## src/hw/rtl/wgws_pkg.sv

```systemverilog
// Package for the widest-gap window search block.
// Holds beat types, the internal stage type, register indexes and sizing constants.
// No dependencies.
package wgws_pkg;

    localparam int MAX_WINDOW = 16;
    localparam int MAX_SCAN   = 4096;

    localparam int SAMPLE_W     = 16;
    localparam int SUM_W        = 20;
    localparam int CENTER_W     = 12;
    localparam int SCAN_LEN_W   = 13;
    localparam int TRIM_W       = 11;
    localparam int WIN_LEN_W    = 5;
    localparam int CFG_DATA_W   = 13;
    localparam int CFG_ADDR_W   = 2;

    localparam int WIN_IDX_W    = (MAX_WINDOW > 1) ? $clog2(MAX_WINDOW) : 1;
    localparam int POS_W        = $clog2(MAX_SCAN + 1);
    localparam int CMP_W        = (POS_W > SCAN_LEN_W) ? POS_W : SCAN_LEN_W;

    localparam logic [SCAN_LEN_W-1:0] SCAN_LEN_RESET = SCAN_LEN_W'(1080);
    localparam logic [TRIM_W-1:0]     TRIM_RESET     = TRIM_W'(149);
    localparam logic [WIN_LEN_W-1:0]  WIN_LEN_RESET  = WIN_LEN_W'(5);

    typedef enum logic [CFG_ADDR_W-1:0] {
        REG_SCAN_LENGTH = 2'd0,
        REG_TRIM_COUNT  = 2'd1,
        REG_WINDOW_LEN  = 2'd2
    } cfg_reg_t;

    typedef struct packed {
        logic [SAMPLE_W-1:0] range_sample;
        logic                scan_end;
    } in_beat_t;

    typedef struct packed {
        logic [CENTER_W-1:0] gap_center;
        logic                gap_found;
    } out_beat_t;

    // one sample after position/trim decode
    typedef struct packed {
        logic [SAMPLE_W-1:0]  sample;
        logic                 scan_end;
        logic                 keep;
        logic                 full;
        logic [WIN_IDX_W-1:0] tap;
        logic [CENTER_W-1:0]  center;
    } stage_t;

endpackage

```

## src/hw/rtl/wgws_window.sv

```systemverilog
// Window datapath: delay line, running sum, best window tracking.
// Depends on wgws_pkg.
module wgws_window
    import wgws_pkg::*;
(
    input  logic      clk,
    input  logic      rst_n,
    input  logic      advance,
    input  stage_t    item,
    output out_beat_t result
);

    logic [SAMPLE_W-1:0] line_reg [MAX_WINDOW];
    logic [SUM_W-1:0]    sum_reg;
    logic [SUM_W-1:0]    best_sum_reg;
    logic [CENTER_W-1:0] best_center_reg;
    logic                found_reg;

    logic [SAMPLE_W-1:0] leaving;
    logic [SUM_W-1:0]    sum_next;
    logic                better;

    assign leaving  = line_reg[item.tap];
    assign sum_next = sum_reg + SUM_W'(item.sample) - SUM_W'(leaving);
    assign better   = item.keep && item.full && (sum_next > best_sum_reg);

    assign result.gap_center = better ? item.center : best_center_reg;
    assign result.gap_found  = found_reg || better;

    always_ff @(posedge clk or negedge rst_n)
    begin
        if (!rst_n)
        begin
            for (int i = 0; i < MAX_WINDOW; i++)
            begin
                line_reg[i] <= '0;
            end
            sum_reg         <= '0;
            best_sum_reg    <= '0;
            best_center_reg <= '0;
            found_reg       <= 1'b0;
        end
        else if (advance)
        begin
            if (better)
            begin
                best_center_reg <= item.center;
            end
            if (item.scan_end)
            begin
                for (int i = 0; i < MAX_WINDOW; i++)
                begin
                    line_reg[i] <= '0;
                end
                sum_reg      <= '0;
                best_sum_reg <= '0;
                found_reg    <= 1'b0;
            end
            else if (item.keep)
            begin
                line_reg[0] <= item.sample;
                for (int i = 1; i < MAX_WINDOW; i++)
                begin
                    line_reg[i] <= line_reg[i-1];
                end
                sum_reg <= sum_next;
                if (better)
                begin
                    best_sum_reg <= sum_next;
                    found_reg    <= 1'b1;
                end
            end
        end
    end

endmodule

```

## src/hw/rtl/widest_gap_window_search.sv

```systemverilog
// Top level of the widest-gap window search block.
// Position/trim decode stage, window datapath (wgws_window), result register.
// Depends on wgws_pkg and wgws_window.
//
//  channel  | handshake              | payload
//  ---------+------------------------+---------------------------------
//  in       | in_valid / in_ready    | in_data  (range_sample, scan_end)
//  out      | out_valid / out_ready  | out_data (gap_center, gap_found)
//  cfg      | cfg_we                 | cfg_addr, cfg_wdata
//
// One sample per cycle unless a scan_end beat waits; each result is registered.
// The running sum and best compare form the feedback loop of the window stage.
// A scan_end beat waits in the decode register only while an earlier result is unread.
// Reset loads the default registers and clears all per-scan state and the kept center.
module widest_gap_window_search
    import wgws_pkg::*;
(
    input  logic                  clk,
    input  logic                  rst_n,
    input  logic                  in_valid,
    output logic                  in_ready,
    input  in_beat_t              in_data,
    output logic                  out_valid,
    input  logic                  out_ready,
    output out_beat_t             out_data,
    input  logic                  cfg_we,
    input  logic [CFG_ADDR_W-1:0] cfg_addr,
    input  logic [CFG_DATA_W-1:0] cfg_wdata
);

    logic [SCAN_LEN_W-1:0] scan_len_reg;
    logic [TRIM_W-1:0]     trim_reg;
    logic [WIN_LEN_W-1:0]  win_len_reg;
    logic [POS_W-1:0]      pos_reg;
    logic                  s1_valid_reg;
    stage_t                s1_reg;
    logic                  out_valid_reg;
    out_beat_t             out_data_reg;

    logic                  in_accept;
    logic                  out_free;
    logic                  advance;
    out_beat_t             result;
    stage_t                s1_next;

    logic [CMP_W-1:0]      len_sat;
    logic [CMP_W-1:0]      pos_x;
    logic [CMP_W-1:0]      trim_x;
    logic [CMP_W-1:0]      t;
    logic [CMP_W:0]        tp1;
    logic [WIN_LEN_W-1:0]  w_eff;
    logic [CMP_W:0]        center_full;

    // ---------------- configuration ----------------
    always_ff @(posedge clk or negedge rst_n)
    begin
        if (!rst_n)
        begin
            scan_len_reg <= SCAN_LEN_RESET;
            trim_reg     <= TRIM_RESET;
            win_len_reg  <= WIN_LEN_RESET;
        end
        else if (cfg_we)
        begin
            case (cfg_reg_t'(cfg_addr))
                REG_SCAN_LENGTH: scan_len_reg <= cfg_wdata[SCAN_LEN_W-1:0];
                REG_TRIM_COUNT:  trim_reg     <= cfg_wdata[TRIM_W-1:0];
                REG_WINDOW_LEN:  win_len_reg  <= cfg_wdata[WIN_LEN_W-1:0];
                default:         ;
            endcase
        end
    end

    // ---------------- decode ----------------
    always_comb
    begin
        if (32'(scan_len_reg) > MAX_SCAN)
        begin
            len_sat = CMP_W'(MAX_SCAN);
        end
        else
        begin
            len_sat = CMP_W'(scan_len_reg);
        end

        if (win_len_reg == '0)
        begin
            w_eff = WIN_LEN_W'(1);
        end
        else if (32'(win_len_reg) > MAX_WINDOW)
        begin
            w_eff = WIN_LEN_W'(MAX_WINDOW);
        end
        else
        begin
            w_eff = win_len_reg;
        end

        pos_x  = CMP_W'(pos_reg);
        trim_x = CMP_W'(trim_reg);
        t      = pos_x - trim_x;
        tp1    = {1'b0, t} + (CMP_W+1)'(1);
        center_full = tp1 - (CMP_W+1)'(w_eff) + (CMP_W+1)'(w_eff >> 1);

        s1_next.sample   = in_data.range_sample;
        s1_next.scan_end = in_data.scan_end;
        s1_next.keep     = (pos_x >= trim_x) && (len_sat >= trim_x)
                           && (pos_x < (len_sat - trim_x));
        s1_next.full     = tp1 >= (CMP_W+1)'(w_eff);
        s1_next.tap      = WIN_IDX_W'(w_eff - WIN_LEN_W'(1));
        s1_next.center   = center_full[CENTER_W-1:0];
    end

    // ---------------- flow control ----------------
    assign out_free  = !out_valid_reg || out_ready;
    assign advance   = s1_valid_reg && (!s1_reg.scan_end || out_free);
    assign in_ready  = !s1_valid_reg || advance;
    assign in_accept = in_valid && in_ready;

    always_ff @(posedge clk or negedge rst_n)
    begin
        if (!rst_n)
        begin
            pos_reg      <= '0;
            s1_valid_reg <= 1'b0;
        end
        else
        begin
            if (in_accept)
            begin
                if (in_data.scan_end)
                begin
                    pos_reg <= '0;
                end
                else if (32'(pos_reg) < MAX_SCAN)
                begin
                    pos_reg <= pos_reg + POS_W'(1);
                end
            end
            if (in_ready)
            begin
                s1_valid_reg <= in_valid;
            end
        end
    end

    always_ff @(posedge clk)
    begin
        if (in_accept)
        begin
            s1_reg <= s1_next;
        end
    end

    wgws_window u_window (
        .clk     (clk),
        .rst_n   (rst_n),
        .advance (advance),
        .item    (s1_reg),
        .result  (result)
    );

    // ---------------- result register ----------------
    always_ff @(posedge clk or negedge rst_n)
    begin
        if (!rst_n)
        begin
            out_valid_reg <= 1'b0;
        end
        else if (advance && s1_reg.scan_end)
        begin
            out_valid_reg <= 1'b1;
        end
        else if (out_ready)
        begin
            out_valid_reg <= 1'b0;
        end
    end

    always_ff @(posedge clk)
    begin
        if (advance && s1_reg.scan_end)
        begin
            out_data_reg <= result;
        end
    end

    assign out_valid = out_valid_reg;
    assign out_data  = out_data_reg;

endmodule

```

## config.mk

```make
export PLATFORM = sky130hd
export DESIGN_NAME = widest_gap_window_search
export DESIGN_NICKNAME = d
export VERILOG_FILES = /design/src/hw/rtl/wgws_pkg.sv /design/src/hw/rtl/wgws_window.sv /design/src/hw/rtl/widest_gap_window_search.sv
export SDC_FILE = /design/constraint.sdc
export NUM_CORES = 1
export LEC_CHECK = 0
export BUFFER_PORTS_ARGS = -buffer_cell sky130_fd_sc_hd__buf_2
export CAP_MARGIN = 15
export CORE_UTILIZATION = 55
export CTS_BUF_LIST = sky130_fd_sc_hd__clkbuf_8
export DETAILED_ROUTE_END_ITERATION = 8
export GPL_TIMING_DRIVEN = 1
export PLACE_DENSITY = 0.71
export SKIP_CTS_REPAIR_TIMING = 1
export SLEW_MARGIN = 20
export SYNTH_ARGS = -nofsm -noshare
export SYNTH_HDL_FRONTEND = slang
export SYNTH_HIERARCHICAL = 1
export SYNTH_SLANG_ARGS = --single-unit
```

## constraint.sdc

```tcl
create_clock -name clk -period 7.35 [get_ports clk]
set_clock_uncertainty 0.15 [all_clocks]
set_input_delay 0.735 -clock clk [delete_from_list [all_inputs] [get_ports clk]]
set_output_delay 0.735 -clock clk [all_outputs]
set_load 0.01 [all_outputs]
```

==> metrics.cfg, run 1 <==
[status]
status=complete, no violations

[pwr]
power_density_nw_per_um2=354
pwr-share-clk_pct=24.5
leakagePower_nw=10.5
power.internal_mw=5.32
p_seq_share_pct=32.8
power_frac_comb_pct=42.7
vdd_drop_max_uv=214
switching_share_pct=37.6
switchingPower_mw=3.20

[cells_and_area]
layout_common_cells=549 x nand2_1, 343 x dfrtp_1, 276 x o21ai_0, 172 x inv_1, 99 x ha_1
n_antenna_cell=0
layout-drive-gt1-share_pct=15.5
fin_util_pct=61.8
mostFrequentLayoutCell=nand2_1
largest_reg_flops=256
fin_area_um2=24100
nNetsFinal=2359
synthToLayoutAreaGrowth_pct=10.0

[routing]
drc_errors=0
ant_nets=0
viasPerCell=5.61
drt_iter0_drc=1253
dr.pass1.iters=5
wl_um=46000
vias=15600
wire_per_inst_um=16.6

[synth]
ys_types=84
synth_simple_gate_area_share_pct=14.0
synth-edff-count=48
avgSynthCellArea_um2=10.1
synth_cells=2168
seq_area_frac_synth_pct=47.1
synthArstFlopShare_pct=88.0
syn_area_um2=21900
synth_fa_ha_area_share_pct=7.68
syn-num-nets=2326
synth-seq-cells=401
synth_top_flop_cell=dfrtp_1
synth_top_family_by_area=simple AND/OR/NAND/NOR gates
yosysWarnings=6
synthMuxAreaShare_pct=11.1
synth_xor_xnor_area_share_pct=2.56
synth_compound_area_share_pct=12.8

[timing]
whs_ns=0.104
hold_viol_final=0
finalSetupViolCount=0
min_period_over_period_pct=94.0
max_freq_mhz=145
fin_crit_ns=6.91
worst_pin_slew_ns=1.11
rsz0062_at_grt=false
final_max_slew_viol_count=0
timing.setup.tns_ns=0
setup_slack_ns=0.437
slew_headroom_pct=26.0

[worst_hold_path]
hold_class=in -> reg
worstHoldPathCells=1
hold_end=s1_reg[31]
hold_path.startpoint=in_data[13]

[floorplanning]
rows=72
core_area_um2=38900
dieWidth_um=201
die_h_um=201
ios=52
initial_core_util_pct=56.2
dieArea_um2=40600

[setup_path]
arrival_ns=7.35
critical-path-max-stage-delay_ns=0.78
r2r_end=u_window/best_sum_reg[8]
crit_type=reg -> reg
slowest_stage=edfxtp_1
ff2ff_setup_slack_ns=0.44
r2r_start=s1_reg[12]
path_max_fanout=17
cp_num_buf_inv=3
worstPathRequired_ns=7.78
startpoint_type=flip-flop
reg2reg_depth=20
crit_family=simple AND/OR/NAND/NOR gates
cp_cell_sequence=buf_4, mux4_2, mux4_2, fa_1, inv_1, ha_1, a21oi_1, nand2_1, o2111a_1, nor4_4, a21oi_1, xnor2_1, inv_1, ha_1, nand4_1, nor4_2, a221oi_1, a31o_2, nor3_4, a22o_1
worst_setup_path_end_kind=flip-flop

[clock_tree]
insertion_delay_ns=0.66
root_buffer=clkbuf_8
clock_sinks=401
path_clk_slew_ns=0.06
clock_path_buffers=3
cts_buffers=69
htree_levels=3
cts_tree=built

[placement]
dpl-instance-area_um2=22600
gp_congestion=0.886
port_buffers=51
dpl.hpwl_um=31000
dp_slack_ns=0.183

[global_route]
grt_first_pass_wirelength_um=78100
track_usage_pct=23.7
grt_pass1_vias=15700
grt_max_degree=323
grt-ovfl-total=0
antenna_found_initial=1

[run]
max-cap-violations=0

==> final cells by class <==
type	instances	area [µm²]
fillers	3180	14900
multi-input cells	1500	10600
flip-flops and latches	401	10300
clock buffers	75	1030
well taps	518	648
repair buffers	86	609
inverters	143	542
clock inverters	49	375
==> routing by layer <==
metal,wire [µm],vias to the layer above,track usage [%]
met5,13,-,0
met4,1480,2,9.42
met3,1880,105,4.11
met2,22300,332,38.9
met1,20400,7568,31.5
li1,-,7550,-
==> power by group through the flow <==
stage | clock network, mW | registers [mW] | logic [mW]
floorplan | 0 | 2.75 | 2.74
global placement | 0 | 2.82 | 3.53
detailed placement | 0 | 2.82 | 3.63
CTS | 2.14 | 2.79 | 3.65
global route | 2.23 | 2.82 | 4.08
finish | 2.09 | 2.79 | 3.64
==> worst register-to-register path: cells and delay by family, from the launching register on <==
kind                     cells  cell delay, ns
flip-flops                   1            0.78
AO/OA/AOI/OAI                6            1.55
adder cells (fa/ha/maj)      3            1.18
multiplexers                 2            0.99
XOR/XNOR                     1            0.25
buffers and inverters        3            0.40
AND/OR/NAND/NOR              5            1.55
==> kinds of logic (layout without fill, tap and decap cells) <==
group                      after synthesis  after routing
muxes                                  135            135
DFF                                    401            401
and+or+nand+nor                        721            721
AOI/OAI and AO/OA                      462            462
buffers and inverters                  267            353
xor gates and xnor gates                61             61
adders and majority gates              121            121
==> through the flow <==
step	cells	power (mW)
after floorplan	2168	5.49
after global placement	2647	6.34
after detailed placement	2647	6.45
after CTS	2771	8.58
after global routing	2772	9.13
final	2772	8.52
==> cell usage after synthesis, drive strengths merged (9+ instances only) <==
cell type	n	area share, %
dfrtp	343	39
nand2	550	9.5
a21o	22	0.76
o21ai	281	6.4
dfstp	10	1.2
xor2	27	1.1
edfxtp	48	6.6
buf	21	0.55
clkbuf	103	1.8
nor2b	23	0.66
nand3	16	0.37
nor2	49	0.85
a211oi	9	0.35
a21oi	45	1.1
xnor2	34	1.4
inv	143	2.5
fa	22	2.0
mux2	53	2.7
nand4	15	0.46
nor3	15	0.39
nand2b	15	0.43
ha	99	5.7
o31ai	21	0.78
mux4	80	8.2
a22o	27	1.1
==> worst max path at each step <==
stage,from,endpoint,cells past startpoint
after floorplan,s1_reg[12],out_data[10],22
after global placement,s1_reg[12],u_window/best_sum_reg[6],20
after detailed placement,s1_reg[12],u_window/best_sum_reg[8],21
after CTS,s1_reg[12],u_window/best_sum_reg[6],20
after global routing,s1_reg[12],u_window/best_sum_reg[9],20
final,s1_reg[12],u_window/best_sum_reg[8],20
No activity file was read; power rests on OpenSTA's default activity.
==> run 2, diff against run 1 <==
Settings changed: PLACE_DENSITY 0.71 to 0.72, SYNTH_HIERARCHICAL 1 to unset.
==> metrics.cfg, run 2 <==
[placement]
dpl.hpwl_um=27700  ; -11%
gp_congestion=0.864  ; -2.5%
port_buffers=51  ; unchanged
dpl-instance-area_um2=21200  ; -6.4%

[global_route]
grtUsageMet3_pct=4.16  ; +0.050 points
antenna_found_initial=0  ; -1
top_usage_layer=met1
grt_use_met2_pct=34.1  ; -4.8 points
grt_pass1_vias=13600  ; -14%
grt_first_pass_wirelength_um=72800  ; -6.8%
use_met1_pct=37.1  ; +5.6 points
grt-ovfl-total=0  ; unchanged
grt_max_degree=257  ; -20%
track_usage_pct=23.8  ; +0.13 points

[setup_path]
cp_cell_sequence=buf_4, mux4_2, mux4_2, fa_1, inv_1, ha_1, o21a_1, o31a_1, o21ai_1, nand2b_1, a21o_1, a21oi_1, xnor2_1, ha_1, and4_1, and3_1, a221o_1, a211o_1, o211ai_2, and2b_1, a22o_1
startpoint_type=flip-flop
worst_setup_path_end_kind=flip-flop
critical-path-max-stage-delay_ns=0.68  ; -0.10 ns
worstPathRequired_ns=7.76  ; -0.02 ns
arrival_ns=7.17  ; -0.18 ns
path_max_fanout=20  ; +3
crit_type=reg -> reg
slowest_stage=edfxtp_1

[synth]
ys_types=72  ; -14%
synth_compound_area_share_pct=17.5  ; +4.6 points
synth_fa_ha_area_share_pct=8.21  ; +0.53 points
synth_simple_gate_area_share_pct=5.19  ; -8.8 points
syn-num-nets=1766  ; -24%
synth_cells=1608  ; -26%
synth_top_family_by_area=compound AO/OA/AOI/OAI gates
synth_top_area_share_pct=42.0  ; +2.7 points
synth-edff-count=48  ; unchanged
netlist_top_cells_count=343 x dfrtp_1, 275 x a22o_1, 134 x inv_1
yosysWarnings=0  ; -6
synth_xor_xnor_area_share_pct=2.66  ; +0.092 points
syn_area_um2=20400  ; -6.5%
post-synth-top-count-cell=dfrtp_1
avgSynthCellArea_um2=12.7  ; +26%
yosysTopAreaCell=dfrtp_1
synthMuxAreaShare_pct=11.8  ; +0.77 points
synth-seq-cells=401  ; unchanged
yosys-top-cells-area=dfrtp_1 42%, a22o_1 12%, mux4_2 8.8%, edfxtp_1 7.0%, ha_1 6.1%
synth_top_flop_cell=dfrtp_1
synthArstFlopShare_pct=88.0  ; unchanged
seq_area_frac_synth_pct=50.3  ; +3.3 points

[timing]
final_max_slew_viol_count=0  ; unchanged
rsz0062_at_grt=false
worst_pin_slew_ns=1.16  ; +0.0488 ns
max_freq_mhz=148  ; +2.3%
finalSetupViolCount=0  ; unchanged
hold_viol_final=0  ; unchanged
timing.setup.tns_ns=0  ; unchanged
min_period_over_period_pct=91.9  ; -2.1 points
slew_headroom_pct=22.7  ; -3.3 points
whs_ns=0.0648  ; -0.0392 ns
fin_crit_ns=6.75  ; -0.158 ns

[cells_and_area]
nNetsFinal=1819  ; -23%
fin_util_pct=61.6  ; -0.20 points
mostFrequentLayoutCell=dfrtp_1
multi_input_comb_area_um2=9290  ; -12%
layout-drive-gt1-share_pct=17.8  ; +2.3 points
synthToLayoutAreaGrowth_pct=10.3
layout_common_cells=343 x dfrtp_1, 275 x a22o_1, 151 x inv_1, 99 x ha_1
largest_reg_flops=256  ; unchanged
fill_cells=2804  ; -12%
n_antenna_cell=0  ; unchanged
seq_area_um2=10300  ; unchanged
fin_area_um2=22600  ; -6.2%

[clock_tree]
cts_tree=built
path_clk_slew_ns=0.06  ; about the same
htree_levels=3  ; unchanged
clock_path_buffers=3  ; unchanged
cts_buffers=69  ; unchanged
clock_sinks=401  ; unchanged
root_buffer=clkbuf_8
insertion_delay_ns=0.64  ; -0.02 ns

[floorplanning]
core_area_um2=36600  ; -5.9%
die_h_um=195  ; -3.3%
initial_core_util_pct=55.9  ; -0.32 points
dieArea_um2=38000  ; -6.4%
rows=70  ; -2.8%
ios=52  ; unchanged
dieWidth_um=195  ; -3.3%

[routing]
wl_um=43300  ; -5.9%
vias=13500  ; -13%
dr.pass1.iters=5  ; unchanged
ant_nets=0  ; unchanged
wire_per_inst_um=19.9  ; +20%
viasPerCell=6.19  ; +10%
drt_iter0_drc=1119  ; -11%
drc_errors=0  ; unchanged

[worst_hold_path]
hold_class=in -> async

[pwr]
leakagePower_nw=10.5  ; about the same
vdd_drop_max_uv=180  ; -16%
power_density_nw_per_um2=345  ; -2.5%
total_power_mw=7.79  ; -8.6%

[run]
max-cap-violations=0  ; unchanged

[status]
status=complete, no violations

## run 2: changes by cell type in the layout (fill, tap and decap cells not counted), moves of 9 or more
cell / previous run / this run
nand2_1: 549 / 60
buf_4: 27 / 16
clkinv_2: 4 / 13
o21ai_1: 3 / 12
inv_1: 172 / 151
nor2_1: 47 / 38
mux2_2: 53 / 29
a22o_1: 27 / 275
o31ai_1: 20 / 3
mux2_1: 0 / 24
o21ai_0: 276 / 38
## run 2: final cells by class
class	instances	area share, %
sequential	401	45.6
timing repair buffer	73	2.20
inverter	134	2.23
clock buffer	80	4.88
clock inverter	42	1.27
tap	468	2.60
multi-input combinational	982	41.2
## run 2: logic make-up (layout without fill, tap and decap cells)
kind of cell	after synthesis	in the layout
fa+ha+maj	121	121
mux	135	135
flops	401	401
compound gates	454	454
xor+xnor	62	62
simple gates	210	210
buf+inv	225	329
## run 2: through the flow
stage,worst slack [ns],cells
final,0.595,2180
after global routing,0.192,2180
after CTS,0.536,2180
after detailed placement,0.573,2058
after global placement,0.733,2058
after floorplan,0.952,1608
## run 2: routing by layer
metal  vias up  routed length, µm
met5         -                  0
met4         0                852
met3        75               2170
met2       321              19200
met1      6945              21100
li1       6146                  -
## run 2: critical path: cells and delay by family (launching register included)
family / cells / cell delay, ns
AO/OA/AOI/OAI: 9 / 2.01
adder cells (fa/ha/maj): 3 / 1.16
AND/OR/NAND/NOR: 4 / 1.04
multiplexers: 2 / 1.03
flip-flops: 1 / 0.68
buffers and inverters: 2 / 0.40
XOR/XNOR: 1 / 0.20
## run 2: path summary, 6_finish.rpt
kind,slack [ns],cells past startpoint,startpoint,end
worst min register to register,0.33,1,s1_reg[1],u_window.best_center_reg[1]
worst max register to register,0.60,21,s1_reg[12],u_window.best_sum_reg[14]
worst max-delay path,0.60,21,s1_reg[12],u_window.best_sum_reg[14]
min in group clk,0.13,1,in_data[5],s1_reg[23]
max in group asynchronous,5.38,2,rst_n,scan_len_reg[0]
worst min-delay path,0.06,1,rst_n,u_window.line_reg[105]
## run 2: power breakdown
part           internal (mW)  switching (mW)
Clock                   1.08           0.950
Sequential              2.57           0.158
Combinational           1.32            1.71
Total                   4.97            2.82
==> run 3, diff against run 2 <==
Settings changed: ABC_AREA set to 1, PLACE_DENSITY 0.72 to 0.71.
==> metrics.cfg, run 3 <==
[routing]
wire_per_inst_um=16.2  ; -18%
viasPerCell=5.53  ; -11%
wl_um=50700  ; +17%
drc_errors=0  ; unchanged
vias=17300  ; +28%
dr.pass1.iters=5  ; unchanged
ant_nets=0  ; unchanged
drt_iter0_drc=1143  ; +2.1%

[synth]
synth_cells=2545  ; +58%
ys_types=48  ; -33%
yosysTopAreaCell=dfrtp_1
synth_fa_ha_area_share_pct=7.75  ; -0.46 points
synth_top_family_by_area=compound AO/OA/AOI/OAI gates
seq_area_frac_synth_pct=47.5  ; -2.8 points
syn-num-nets=2703  ; +53%
post-synth-top-count-cell=inv_1
syn_area_um2=21700  ; +6.0%
yosys-top-cells-area=dfrtp_1 40%, inv_1 9.0%, o22ai_1 7.9%, edfxtp_1 6.7%, ha_1 5.7%
synthMuxAreaShare_pct=0.0520  ; -12 points
netlist_top_cells_count=518 x inv_1, 343 x dfrtp_1, 318 x nand2_1
synth_simple_gate_area_share_pct=10.9  ; +5.7 points
synth-edff-count=48  ; unchanged
synth_xor_xnor_area_share_pct=1.78  ; -0.88 points
yosysWarnings=0  ; unchanged
synth-seq-cells=401  ; unchanged
synth_top_flop_cell=dfrtp_1
synth_top_area_share_pct=39.6  ; -2.4 points
synth_compound_area_share_pct=20.2  ; +2.7 points
synthArstFlopShare_pct=88.0  ; unchanged
avgSynthCellArea_um2=8.52  ; -33%

[setup_path]
r2r_end=u_window.best_center_reg[5]
cp_num_buf_inv=5  ; +3
crit_start=s1_reg[12]
reg2reg_depth=27  ; +29%
critical-path-max-stage-delay_ns=0.57  ; -0.11 ns
worst_setup_path_end_kind=flip-flop
path_max_fanout=77  ; +290%
cp_common_cell=nand2_1
r2r_start=s1_reg[12]
arrival_ns=6.48  ; -0.69 ns
ff2ff_setup_slack_ns=1.19  ; +0.60 ns
startpoint_type=flip-flop
endpoint=u_window.best_center_reg[5]
cp_num_cells=27  ; +29%
crit_family=simple AND/OR/NAND/NOR gates
slowest_stage=buf_4
crit_type=reg -> reg
worstPathRequired_ns=7.67  ; -0.09 ns

[cells_and_area]
fin_area_um2=23600  ; +4.6%
layout_common_cells=543 x inv_1, 343 x dfrtp_1, 317 x nand2_1, 273 x o22ai_1, 225 x o21ai_0
mostFrequentLayoutCell=inv_1
layout-drive-gt1-share_pct=8.12  ; -9.6 points
fin_util_pct=60.9  ; -0.68 points
largest_reg_flops=256  ; unchanged
synthToLayoutAreaGrowth_pct=8.90
nNetsFinal=2718  ; +49%
n_antenna_cell=0  ; unchanged
fin_cells=3129  ; +44%

[clock_tree]
clock_sinks=401  ; unchanged
cts_buffers=68  ; -1.4%
cts_tree=built
root_buffer=clkbuf_8
path_clk_slew_ns=0.07  ; about the same
htree_levels=3  ; unchanged
insertion_delay_ns=0.64  ; about the same
clock_path_buffers=3  ; unchanged

[timing]
slew_headroom_pct=32.2  ; +9.4 points
min_period_over_period_pct=83.8  ; -8.1 points
timing.setup.tns_ns=0  ; unchanged
setup_slack_ns=1.19  ; +0.596 ns
finalSetupViolCount=0  ; unchanged
final_max_slew_viol_count=0  ; unchanged
rsz0062_at_grt=false
fin_crit_ns=6.16  ; -0.596 ns
hold_viol_final=0  ; unchanged
worst_pin_slew_ns=1.02  ; -0.142 ns
max_freq_mhz=162  ; +9.7%

[run]
max-cap-violations=0  ; unchanged

[global_route]
track_usage_pct=25.9  ; +2.1 points
antenna_found_initial=0  ; unchanged
grt-ovfl-total=0  ; unchanged
grt_pass1_vias=17000  ; +25%
grt_first_pass_wirelength_um=84700  ; +16%
grt_max_degree=273  ; +6.2%

[status]
status=complete, no violations

[pwr]
leakagePower_nw=11.1  ; +5.6%
power_density_nw_per_um2=373  ; +8.1%
vdd_drop_max_uv=213  ; +18%

[placement]
dpl.hpwl_um=33700  ; +22%
dpl-instance-area_um2=22200  ; +4.8%
port_buffers=51  ; unchanged
gp_congestion=0.902  ; +4.4%
dp_slack_ns=1.24  ; +0.663 ns
place_inst=3004  ; +46%

[worst_hold_path]
hold_class=in -> reg
worstHoldPathCells=1

[floorplanning]
dieArea_um2=40200  ; +5.9%
die_h_um=201  ; +2.9%
dieWidth_um=201  ; +2.9%
ios=52  ; unchanged
core_area_um2=38700  ; +5.8%
rows=72  ; +2.9%
initial_core_util_pct=55.9  ; +0.095 points

==> run 3: changes by cell type after synthesis, moves of 57 or more <==
cell     previous run  this run
mux4_2             80         0
a21oi_1            47       208
o22ai_1             1       273
nand3_1            13        70
a22o_1            275         0
inv_1             134       518
o21ai_0            38       225
nor2_1             38       105
nand2_1            60       318
==> run 3: metal layers <==
layer | global-route usage [%] | vias up | wire [µm]
li1 | - | 8537 | -
met1 | 34.2 | 8312 | 22500
met2 | 43.3 | 357 | 24800
met3 | 3.36 | 111 | 1740
met4 | 11.0 | 0 | 1660
met5 | 0 | - | 0
==> run 3: layout make-up <==
cell class | instances | area (µm²)
multi-input cells | 1490 | 8830
clock inverters | 40 | 205
well taps | 518 | 648
repair buffers | 71 | 532
inverters | 528 | 1990
flip-flops and latches | 401 | 10300
clock buffers | 81 | 1110
fillers | 3449 | 15100
==> run 3: worst register-to-register path: cells and delay by family, from the launching register on <==
family / cells / cell delay [ns]
buffers and inverters: 5 / 1.25
AOI/OAI and AO/OA: 8 / 1.48
and+or+nand+nor: 11 / 1.51
DFF: 1 / 0.44
adders and majority gates: 3 / 1.17
==> run 3: power breakdown <==
part / switching, mW / leakage (nW) / internal [mW]
combinational: 2.74 / 5.04 / 1.45
clock: 0.911 / 0.776 / 1.04
sequential: 0.110 / 5.27 / 2.57
==> run 3: worst min path at each step <==
stage	start	to	slack, ns
2_1_floorplan	rst_n	out_valid	0.29
3_3_place_gp	s1_reg[4]	u_window.best_center_reg[4]	0.31
3_5_place_dp	s1_reg[10]	u_window.best_center_reg[10]	0.32
4_1_cts	in_data[10]	s1_reg[28]	0.09
5_1_grt	in_data[4]	s1_reg[22]	0.1
6_report	in_data[10]	s1_reg[28]	0.12
==> run 3: cells by family after synthesis <==
logic type	Yosys count
AOI/OAI and AO/OA	767
buffers and inverters	654
and+or+nand+nor	557
DFF	401
adders and majority gates	121
xor gates and xnor gates	44
muxes	1
==> run 3: through the flow <==
step / power, mW / hold slack [ns]
3_5_place_dp: 6.85 / 0.321
6_report: 8.81 / 0.124
4_1_cts: 8.84 / 0.0911
3_3_place_gp: 6.78 / 0.313
5_1_grt: 9.59 / 0.0997
2_1_floorplan: 5.77 / 0.289
